===== src/nsc_pkg.sv =====
package nsc_pkg;

    localparam int DEFAULT_LINE_BYTES = 128;
    localparam int HDR_BYTES = 6;
    localparam int LEN_W = 7;
    localparam int MIN_LINE = 9;

    localparam logic [7:0] CH_DOLLAR = 8'h24;
    localparam logic [7:0] CH_STAR   = 8'h2A;
    localparam logic [7:0] CH_CR     = 8'h0D;
    localparam logic [7:0] CH_LF     = 8'h0A;
    localparam logic [7:0] CH_COMMA  = 8'h2C;
    localparam logic [7:0] CH_NUL    = 8'h00;

    localparam logic [23:0] TYPE_GGA = "GGA";
    localparam logic [23:0] TYPE_RMC = "RMC";
    localparam logic [23:0] TYPE_GSA = "GSA";
    localparam logic [23:0] TYPE_GSV = "GSV";

    typedef enum logic [2:0] {
        ST_OK       = 3'd0,
        ST_OVERFLOW = 3'd1,
        ST_FRAMING  = 3'd2,
        ST_HEX      = 3'd3,
        ST_MISMATCH = 3'd4
    } t_status;

    typedef enum logic [2:0] {
        KIND_OTHER = 3'd0,
        KIND_GGA   = 3'd1,
        KIND_RMC   = 3'd2,
        KIND_GSA   = 3'd3,
        KIND_GSV   = 3'd4
    } t_kind;

    typedef struct packed {
        t_status          status;
        t_kind            kind;
        logic [7:0]       talker_hi;
        logic [7:0]       talker_lo;
        logic [LEN_W-1:0] line_length;
        logic [7:0]       computed_sum;
        logic [31:0]      passed_count;
        logic [31:0]      failed_count;
    } t_result;

    // {bad, nibble}
    function automatic logic [4:0] hex_digit(input logic [7:0] c);
        logic [4:0] r;
        r = 5'h10;
        if (c >= 8'h30 && c <= 8'h39) begin
            r = {1'b0, 4'(c - 8'h30)};
        end else if (c >= 8'h41 && c <= 8'h46) begin
            r = {1'b0, 4'(c - 8'h37)};
        end else if (c >= 8'h61 && c <= 8'h66) begin
            r = {1'b0, 4'(c - 8'h57)};
        end
        return r;
    endfunction

endpackage


===== src/nmea_sentence_checker_top.sv =====
// NMEA 0183 sentence checker.
// Input channel: one received byte per word on i_rx_byte, qualified by
// i_in_valid; the block holds it off with o_in_stall.
// Output channel: one result word per closed or overflowed line (status,
// sentence kind, talker, length, computed checksum, pass/fail totals),
// qualified by o_out_valid; the receiver holds it with i_out_stall.
// Bytes that open a line, extend it, or arrive with no line open give
// no result word.
// A byte in the input register updates the line state when it passes to
// the core, and its result word, if any, enters the output register at that same edge.
// Throughput: one byte per cycle while the output is not stalled; the
// input register and the output register carry one word each.
// Stall: while a result word waits under i_out_stall, the byte in the
// input register waits too and o_in_stall rises once that register is full.
// Reset (synchronous, active low): no line open, totals cleared, both
// registers empty.
module nmea_sentence_checker_top import nsc_pkg::*; #(
    parameter int LINE_BYTES = DEFAULT_LINE_BYTES
) (
    input  logic       i_clk,
    input  logic       i_rst_n,
    input  logic       i_in_valid,
    output logic       o_in_stall,
    input  logic [7:0] i_rx_byte,
    output logic       o_out_valid,
    input  logic       i_out_stall,
    output logic [2:0] o_status,
    output logic [2:0] o_sentence_kind,
    output logic [7:0] o_talker_hi,
    output logic [7:0] o_talker_lo,
    output logic [6:0] o_line_length,
    output logic [7:0] o_computed_sum,
    output logic [31:0] o_passed_count,
    output logic [31:0] o_failed_count
);

    logic       r_in_valid;
    logic [7:0] r_in_byte;
    logic       out_free;
    logic       fire;
    logic       emit;
    t_result    core_res;
    t_result    out_res;

    assign fire       = r_in_valid && out_free;
    assign o_in_stall = r_in_valid && !out_free;

    always_ff @(posedge i_clk) begin
        if (!i_rst_n) begin
            r_in_valid <= 1'b0;
        end else if (!o_in_stall) begin
            r_in_valid <= i_in_valid;
        end
    end

    always_ff @(posedge i_clk) begin
        if (i_in_valid && !o_in_stall) begin
            r_in_byte <= i_rx_byte;
        end
    end

    nsc_core #(
        .LINE_BYTES(LINE_BYTES)
    ) u_core (
        .i_clk  (i_clk),
        .i_rst_n(i_rst_n),
        .i_fire (fire),
        .i_byte (r_in_byte),
        .o_emit (emit),
        .o_res  (core_res)
    );

    nsc_out_reg u_out (
        .i_clk  (i_clk),
        .i_rst_n(i_rst_n),
        .i_load (fire),
        .i_emit (emit),
        .i_res  (core_res),
        .i_stall(i_out_stall),
        .o_free (out_free),
        .o_valid(o_out_valid),
        .o_res  (out_res)
    );

    assign o_status        = out_res.status;
    assign o_sentence_kind = out_res.kind;
    assign o_talker_hi     = out_res.talker_hi;
    assign o_talker_lo     = out_res.talker_lo;
    assign o_line_length   = out_res.line_length;
    assign o_computed_sum  = out_res.computed_sum;
    assign o_passed_count  = out_res.passed_count;
    assign o_failed_count  = out_res.failed_count;

endmodule


===== src/nsc_core.sv =====
module nsc_core import nsc_pkg::*; #(
    parameter int LINE_BYTES = DEFAULT_LINE_BYTES
) (
    input  logic       i_clk,
    input  logic       i_rst_n,
    input  logic       i_fire,
    input  logic [7:0] i_byte,
    output logic       o_emit,
    output t_result    o_res
);

    localparam int FW = $clog2(LINE_BYTES);

    logic [FW-1:0] r_fill, n_fill;
    logic          r_star, n_star;
    logic [1:0]    r_tail, n_tail;
    logic [7:0]    r_xor, n_xor;
    logic          r_zero, n_zero;
    logic [7:0]    r_hex_hi, n_hex_hi;
    logic [7:0]    r_hex_lo, n_hex_lo;
    logic [7:0]    r_hdr [HDR_BYTES];
    logic [7:0]    n_hdr [HDR_BYTES];
    logic [31:0]   r_pass, n_pass;
    logic [31:0]   r_fail, n_fail;

    logic [FW+LEN_W-1:0] fill_ext;
    logic [4:0]          hv_hi, hv_lo;
    logic [23:0]         type_chars;
    t_status             chk_status;
    t_kind               chk_kind;

    assign fill_ext   = {{LEN_W{1'b0}}, r_fill};
    assign hv_hi      = hex_digit(r_hex_hi);
    assign hv_lo      = hex_digit(r_hex_lo);
    assign type_chars = {r_hdr[2], r_hdr[3], r_hdr[4]};

    always_comb begin
        chk_kind = KIND_OTHER;
        if (!r_star || r_tail != 2'd2 || r_fill < FW'(MIN_LINE) || r_hdr[5] != CH_COMMA) begin
            chk_status = ST_FRAMING;
        end else if (hv_hi[4] || hv_lo[4]) begin
            chk_status = ST_HEX;
        end else if (r_xor != {hv_hi[3:0], hv_lo[3:0]}) begin
            chk_status = ST_MISMATCH;
        end else begin
            chk_status = ST_OK;
            if (type_chars == TYPE_GGA) begin
                chk_kind = KIND_GGA;
            end else if (type_chars == TYPE_RMC) begin
                chk_kind = KIND_RMC;
            end else if (type_chars == TYPE_GSA) begin
                chk_kind = KIND_GSA;
            end else if (type_chars == TYPE_GSV) begin
                chk_kind = KIND_GSV;
            end
        end
    end

    always_comb begin
        n_fill   = r_fill;
        n_star   = r_star;
        n_tail   = r_tail;
        n_xor    = r_xor;
        n_zero   = r_zero;
        n_hex_hi = r_hex_hi;
        n_hex_lo = r_hex_lo;
        n_hdr    = r_hdr;
        n_pass   = r_pass;
        n_fail   = r_fail;
        o_emit   = 1'b0;

        o_res.status       = chk_status;
        o_res.kind         = chk_kind;
        o_res.talker_hi    = r_hdr[0];
        o_res.talker_lo    = r_hdr[1];
        o_res.line_length  = fill_ext[LEN_W-1:0];
        o_res.computed_sum = r_xor;
        o_res.passed_count = r_pass;
        o_res.failed_count = r_fail;

        if (i_fire) begin
            if (i_byte == CH_DOLLAR) begin
                n_fill   = FW'(1);
                n_star   = 1'b0;
                n_tail   = 2'd0;
                n_xor    = 8'h00;
                n_zero   = 1'b0;
                n_hex_hi = 8'h00;
                n_hex_lo = 8'h00;
                for (int k = 0; k < HDR_BYTES; k++) begin
                    n_hdr[k] = 8'h00;
                end
            end else if (r_fill != '0) begin
                if (i_byte == CH_CR || i_byte == CH_LF) begin
                    o_emit = 1'b1;
                    n_fill = '0;
                    if (chk_status == ST_OK) begin
                        n_pass = r_pass + 32'd1;
                    end else begin
                        n_fail = r_fail + 32'd1;
                    end
                    o_res.passed_count = n_pass;
                    o_res.failed_count = n_fail;
                end else if (r_fill >= FW'(LINE_BYTES - 1)) begin
                    o_emit             = 1'b1;
                    n_fill             = '0;
                    n_fail             = r_fail + 32'd1;
                    o_res.status       = ST_OVERFLOW;
                    o_res.kind         = KIND_OTHER;
                    o_res.failed_count = n_fail;
                end else begin
                    for (int k = 0; k < HDR_BYTES; k++) begin
                        if (r_fill == FW'(k + 1)) begin
                            n_hdr[k] = i_byte;
                        end
                    end
                    n_fill = r_fill + FW'(1);
                    if (!r_zero) begin
                        if (i_byte == CH_NUL) begin
                            n_zero = 1'b1;
                        end else if (!r_star) begin
                            if (i_byte == CH_STAR) begin
                                n_star = 1'b1;
                            end else begin
                                n_xor = r_xor ^ i_byte;
                            end
                        end else begin
                            if (r_tail == 2'd0) begin
                                n_hex_hi = i_byte;
                            end else if (r_tail == 2'd1) begin
                                n_hex_lo = i_byte;
                            end
                            if (r_tail != 2'd3) begin
                                n_tail = r_tail + 2'd1;
                            end
                        end
                    end
                end
            end
        end
    end

    always_ff @(posedge i_clk) begin
        if (!i_rst_n) begin
            r_fill   <= '0;
            r_star   <= 1'b0;
            r_tail   <= 2'd0;
            r_xor    <= 8'h00;
            r_zero   <= 1'b0;
            r_hex_hi <= 8'h00;
            r_hex_lo <= 8'h00;
            for (int k = 0; k < HDR_BYTES; k++) begin
                r_hdr[k] <= 8'h00;
            end
            r_pass   <= 32'd0;
            r_fail   <= 32'd0;
        end else begin
            r_fill   <= n_fill;
            r_star   <= n_star;
            r_tail   <= n_tail;
            r_xor    <= n_xor;
            r_zero   <= n_zero;
            r_hex_hi <= n_hex_hi;
            r_hex_lo <= n_hex_lo;
            r_hdr    <= n_hdr;
            r_pass   <= n_pass;
            r_fail   <= n_fail;
        end
    end

endmodule


===== src/nsc_out_reg.sv =====
module nsc_out_reg import nsc_pkg::*; (
    input  logic    i_clk,
    input  logic    i_rst_n,
    input  logic    i_load,
    input  logic    i_emit,
    input  t_result i_res,
    input  logic    i_stall,
    output logic    o_free,
    output logic    o_valid,
    output t_result o_res
);

    logic    r_valid;
    t_result r_res;

    assign o_free  = !r_valid || !i_stall;
    assign o_valid = r_valid;
    assign o_res   = r_res;

    always_ff @(posedge i_clk) begin
        if (!i_rst_n) begin
            r_valid <= 1'b0;
        end else if (o_free) begin
            r_valid <= i_load && i_emit;
        end
    end

    always_ff @(posedge i_clk) begin
        if (o_free && i_load && i_emit) begin
            r_res <= i_res;
        end
    end

endmodule


===== config.mk =====
export PLATFORM = sky130hd
export DESIGN_NAME = nmea_sentence_checker_top
export DESIGN_NICKNAME = d
export VERILOG_FILES = /design/src/nsc_pkg.sv /design/src/nmea_sentence_checker_top.sv /design/src/nsc_core.sv /design/src/nsc_out_reg.sv
export SDC_FILE = /design/constraint.sdc
export NUM_CORES = 1
export LEC_CHECK = 0
export ABC_CLOCK_PERIOD_IN_PS = 11200
export BUFFER_PORTS_ARGS = -buffer_cell sky130_fd_sc_hd__buf_2
export CAP_MARGIN = 15
export CORE_ASPECT_RATIO = 0.9
export CORE_MARGIN = 3
export CORE_UTILIZATION = 37
export CTS_CLUSTER_DIAMETER = 80
export CTS_CLUSTER_SIZE = 8
export DETAILED_ROUTE_END_ITERATION = 10
export GPL_TIMING_DRIVEN = 0
export MAX_ROUTING_LAYER = met4
export PLACE_DENSITY = 0.65
export SYNTH_ARGS = -nofsm -noshare
export SYNTH_HDL_FRONTEND = slang
export SYNTH_HIERARCHICAL = 1
export SYNTH_SLANG_ARGS = --single-unit

===== constraint.sdc =====
create_clock -name i_clk -period 11.2 [get_ports i_clk]
set_input_delay 2.24 -clock i_clk [delete_from_list [all_inputs] [get_ports i_clk]]
set_output_delay 2.24 -clock i_clk [all_outputs]
set_load 0.05 [all_outputs]

* Word level (Yosys, flattened, before mapping)
Cells that the tools add are included.
Operators by class: reductions and logical operators 52, equal/unequal tests 26, magnitude comparators 14, bitwise logic cells 2, muxes and demuxes 95, add/subtract/negate cells 10
Operator list (count):
- 8-bit 2-to-1 mux | 31
- 48-bit 2-to-1 mux | 4
- 64-bit 2-to-1 mux | 3
- 32-bit 2-to-1 mux | 5
- 24-bit by 23-bit == test with 1-bit output, second input constant | 4
- 32-bit by 1-bit adder with 32-bit output, second input constant | 2
- 8-bit by 7-bit greater-or-equal comparator with 1-bit output, second input constant | 4
- 8-bit by 7-bit <= comparator with 1-bit output, second input constant | 4
- 3-bit 2-to-1 mux | 10
- 5-bit 2-to-1 mux | 6
- 6-bit 2-to-1 mux | 5
- 5-bit AND reduction | 6
- 7-bit 2-to-1 mux | 4
- 8-bit AND reduction | 3
- 2-bit nonzero test | 11
- 7-bit by 3-bit == test with 1-bit output, second input constant | 3
- 1-bit 2-to-1 mux | 19
- 8-bit by 4-bit == test with 1-bit output, second input constant | 2
- 8-bit by 6-bit == test with 1-bit output, second input constant | 2
- 8-bit by 6-bit greater-or-equal comparator with 1-bit output, second input constant | 2
- 8-bit by 6-bit <= comparator with 1-bit output, second input constant | 2
- 2-bit 2-to-1 mux | 8
- 4-bit by 3-bit subtractor with 4-bit output, second input constant | 4
- 7-bit by 2-bit == test with 1-bit output, second input constant | 2
- other kinds (25) | 53
Storage, ports and cells: logic and storage cells 225, output and inout bits 103, flip-flop bits (word level) 258

* Depth between registers and ports, before layout
word-level depth 15, mapped depth 12, mapped depth without buffers 11

* Cells and area by module
The synthesis kept the hierarchy.
By module, submodules not included:
- nsc_core | instances 1, cells each 953, area each 8184.1 um^2
- nsc_out_reg | instances 1, cells each 106, area each 3079.2 um^2
- nmea_sentence_checker_top | instances 1, cells each 13, area each 294.0 um^2

* Worst setup path after synthesis
No wires, ideal clock.
path kind input to register, start input i_out_stall, end register u_out.r_res (netlist bit u_out/o_res[0]) (enable), slack 1791 ps, arrival time 8815 ps, buffers on the path 2, data required time 10606 ps, stages on the path 10, cell sequence nand2_2 > and2_1 > inv_1 > nor3_1 > nand2_1 > inv_1 > buf_2 > buf_1 > nand2_1 > a21oi_1
On the way: cells in the longest elaborated chain, start to end 5
Ends and longest elaborated chain:
- start, declared | line nmea_sentence_checker_top.sv:26 | input logic i_out_stall,
- 1-bit logical NOT | line nsc_out_reg.sv:16 | assign o_free = !r_valid || !i_stall;
- 1-bit logical OR | line nsc_out_reg.sv:16
- 1-bit logical AND | line nmea_sentence_checker_top.sv:45 | assign fire = r_in_valid && out_free;
- net fire | line nmea_sentence_checker_top.sv:40 | logic fire;
- 1-bit 2-to-1 mux | line nsc_core.sv:81 | if (i_fire) begin
- net emit | line nmea_sentence_checker_top.sv:41 | logic emit;
- 1-bit logical AND | line nsc_out_reg.sv:29 | if (o_free && i_load && i_emit) begin
- end signal, assigned | line nsc_out_reg.sv:30 | r_res <= i_res;
- end, declared | line nsc_out_reg.sv:14 | t_result r_res;
The timed path passes the listed nets, and every way through them passes these cells. A chain may end at the register's enable or synchronous reset.

* Worst setup path after layout
start input i_out_stall, end register u_out.r_res (netlist bit u_out/o_res[70]) (enable)
On the way: cells in the longest elaborated chain, start to end 5
Ends and longest elaborated chain:
- 1-bit logical NOT | line nsc_out_reg.sv:16
- 1-bit logical OR | line nsc_out_reg.sv:16
- net out_free | line nmea_sentence_checker_top.sv:39 | logic out_free;
- 1-bit logical AND | line nmea_sentence_checker_top.sv:45
- net fire | line nmea_sentence_checker_top.sv:40
- 1-bit 2-to-1 mux | line nsc_core.sv:81
- net emit | line nmea_sentence_checker_top.sv:41
- 1-bit logical AND | line nsc_out_reg.sv:29
The timed path passes the listed nets, and every way through them passes these cells.

==> impl_metrics.tcl <==
set metrics [dict create \
    grt_antenna_before_repair 0 \
    synth.area.top_cells "edfxtp_1 28%, dfxtp_1 26%, mux2i_1 7.5%, xnor2_1 3.0%, nand2_1 2.9%" \
    ctsResizeCount 0 \
    end_kind "flop" \
    synthCells 1072 \
    grt-ovfl-total 0 \
    setup_violations 0 \
    crit_type "input pin to flop" \
    ys_ff_latch 258 \
    avgViaCountPerCell 5.10 \
    hp-class "flop to flop" \
    final-hold-violation-count 0 \
    synth_area_sq_mm 0.0116 \
    synth_edf_count 109 \
    fin_crit_ns 6.14 \
    ys.flop_type "dfxtp_1" \
    period_share 0.548 \
    critPathRequiredTime_ns 11.40 \
    synth.avg_cell_area_sq_um 10.8 \
    clock_latency_ns 0.52 \
    cts.sinks 258 \
    synthArstFlopShare 0 \
    fin_cells 1659 \
    yosysTopAreaCellShare 0.283 \
    placedCellCount 1592 \
    grt_setup_unrepaired "false" \
    drt_iter0_markers 634 \
    clkPwrFrac 0.508 \
    peakVddDrop_uv 103 \
    worst_clock_skew_ns 0.0229 \
    ys_seq_area_frac 0.541 \
    hold_buffers 0 \
    drtAntennaViolNets 0 \
    final_nets 1257 \
    drt_first_pass_iters 5 \
    grt_pass1_wl_um 43800 \
    drv_cap 0 \
    io_buffers 114 \
    n_antenna_cell 0 \
    drc 0 \
    grt_use_total 0.169 \
    pwr-share-seq 0.473 \
    cts.path.max_buffers 3 \
    yosys_warnings 6 \
    synth.net_count 1100 \
    drt_wl_total_um 27600 \
    max_slew_margin 0.318 \
    p_switching_mw 0.436 \
    worstMarginPinSlew_ns 1.02 \
    dp_hpwl_um 19400 \
    crit_fanout 26 \
    grt_max_degree 27 \
    drive_gt1_frac 0.173 \
    p_comb_frac 0.019 \
    vias 8457 \
    htree_levels 2 \
    chipHeight_um 174 \
    power.density_mw_per_mm2 150 \
    worst_r2r_path_depth 12 \
    fmax_mhz 163 \
    post_cts_buffers 0 \
    place_congestion 0.874 \
    timing.critical_path.from_type "input pin" \
    outcome "finished, final reports clean" \
    synth_area_leader_cell "edfxtp_1" \
    slew_viol_final 0 \
    num_rows 60 \
    finalSetupTns_ns 0 \
    clk_pin_slew_ns 0.05 \
    die_x_um 192 \
    numCtsBuffers 38 \
    cts_tree "built" \
    hold_depth 0 \
    grt_pass1_vias 8014 \
    crit_arrival_ns 6.34 \
    routedWlPerCell_um 16.6 \
    cts-root-buf "clkbuf_16" \
    num_io_pins 115 \
    synth.distinct_cells 78 \
    start_util 0.381 \
    p_int_mw 1.63 \
    die_area_sq_mm 0.0334 \
    area_growth_pct 19.6 \
    leakage_nw 5.45 \
    switching_share 0.211 \
    fp.coreArea_sq_mm 0.0303 \
]
kinds of logic (layout without fill, tap and decap cells):
logic type / after synthesis / after routing / synth area share
buf+inv: 93 / 277 / 0.0396
mux: 89 / 89 / 0.0773
simple gates: 451 / 451 / 0.215
compound gates: 96 / 96 / 0.0569
fa+ha+maj: 16 / 16 / 0.0173
xor+xnor: 69 / 69 / 0.0523
flops: 258 / 258 / 0.541
power groups by stage:
stage               Sequential, mW  Combinational, mW  Clock [mW]
finish                       0.979             0.0397        1.05
global route                 0.978             0.0436        1.11
CTS                          0.979             0.0399        1.08
detailed placement           0.998             0.0397           0
global placement             0.998             0.0390           0
floorplan                    0.997             0.0227           0
critical path: stages:
cell     delay, ns
buf_2         0.13
nand2_2       0.11
and2_1        0.26
inv_1         0.11
nor3_1        0.69
nand2_1       0.33
inv_1         0.21
buf_2         0.26
buf_1         0.49
nand2_1       0.24
a21oi_4       0.74
buf_12        0.28
buf_12        0.21
final timing paths:
check	from	endpoint	slack [ns]
hold reg to reg	u_core/r_fill[3]	u_out/o_res[75]	0.42
setup / recovery	i_out_stall	u_out/o_res[70]	5.06
hold / removal	u_core/r_fill[3]	u_out/o_res[75]	0.42
setup reg to reg	r_in_byte[6]	u_out/o_res[70]	6.25
synth_stat cells (8+ instances only):
library cell / instances
dfxtp_1: 149
o21ai_1: 12
nand4_1: 26
and3_1: 23
xor2_1: 29
and2_1: 25
nand2b_1: 42
buf_4: 19
and4_1: 8
clkbuf_1: 36
ha_1: 16
nor2_1: 88
nor3_1: 26
edfxtp_1: 109
mux2i_1: 87
a21oi_1: 20
nand2_1: 90
xnor2_1: 40
nand3_1: 51
inv_1: 25
nor4_1: 13
per-layer routing:
layer  global-route usage  wire length (um)  vias to the layer above  share of wire
met1                0.233             13000                     4044           0.47
met4               0.0455               543                        0          0.020
met2                0.258             12500                      232           0.45
met5                    -                 0                        -              0
met3               0.0285              1530                       47          0.056
li1                     -                 -                     4134              -
final cells by class:
type / instances / area [sq um]
well taps: 403 / 504
clock buffers: 64 / 1070
plain buffers: 68 / 364
clock inverters: 3 / 41.3
repair buffers: 117 / 638
inverters: 25 / 93.8
fillers: 2854 / 16500
multi-input cells: 721 / 4850
flip-flops and latches: 258 / 6260
sequential cells by signal (all words and copies together) (netlist names):
| signal | count |
|---|---|
| r_in_byte | 8 |
| r_in_valid | 1 |
| u_core/o_res | 16 |
| u_core/r_fail | 32 |
| u_core/r_fill | 7 |
| u_core/r_hdr | 32 |
| u_core/r_hex_hi | 8 |
| u_core/r_hex_lo | 8 |
| u_core/r_pass | 32 |
| u_core/r_star | 1 |
| u_core/r_tail | 2 |
| u_core/r_xor | 8 |
| u_core/r_zero | 1 |
| u_out/o_res | 101 |
| u_out/o_valid | 1 |
through the flow:
| stage | hold WS (ns) | util | instance area (sq um) | setup WS (ns) | power [mW] |
|---|---|---|---|---|---|
| final | 0.421 | 0.456 | 13800 | 5.06 | 2.07 |
| after global routing | 0.450 | 0.456 | 13800 | 4.62 | 2.14 |
| after global placement | 0.418 | 0.417 | 12600 | -1.55 | 1.04 |
| after floorplan | 0.406 | - | 11600 | 1.79 | 1.02 |
| after detailed placement | 0.422 | 0.419 | 12700 | 4.48 | 1.04 |
| after CTS | 0.425 | 0.456 | 13800 | 5.02 | 2.09 |
layout by cell type (no fill, tap or decap), drive strengths merged, types with 3 or more instances in the layout:
cell     count
nor2b        3
and3        23
o21bai       3
buf        149
nor4b        7
dfxtp      149
o21a         7
nor2        92
xnor2       40
o211ai       3
or4          8
o2111ai      4
a21o         3
o21ai       21
or3          7
nand3       51
mux2i       87
nand2b      42
edfxtp     109
ha          16
a211oi       4
a21oi       22
nand2       91
nor4        16
and2        27
clkbuf     100
o22ai        4
xor2        29
nand4       26
nor3        29
nor3b        7
a31oi        5
and4         8
inv         25
a22oi        3
clkinv       3
o31ai        3
No activity file was read; power rests on OpenSTA's default activity.
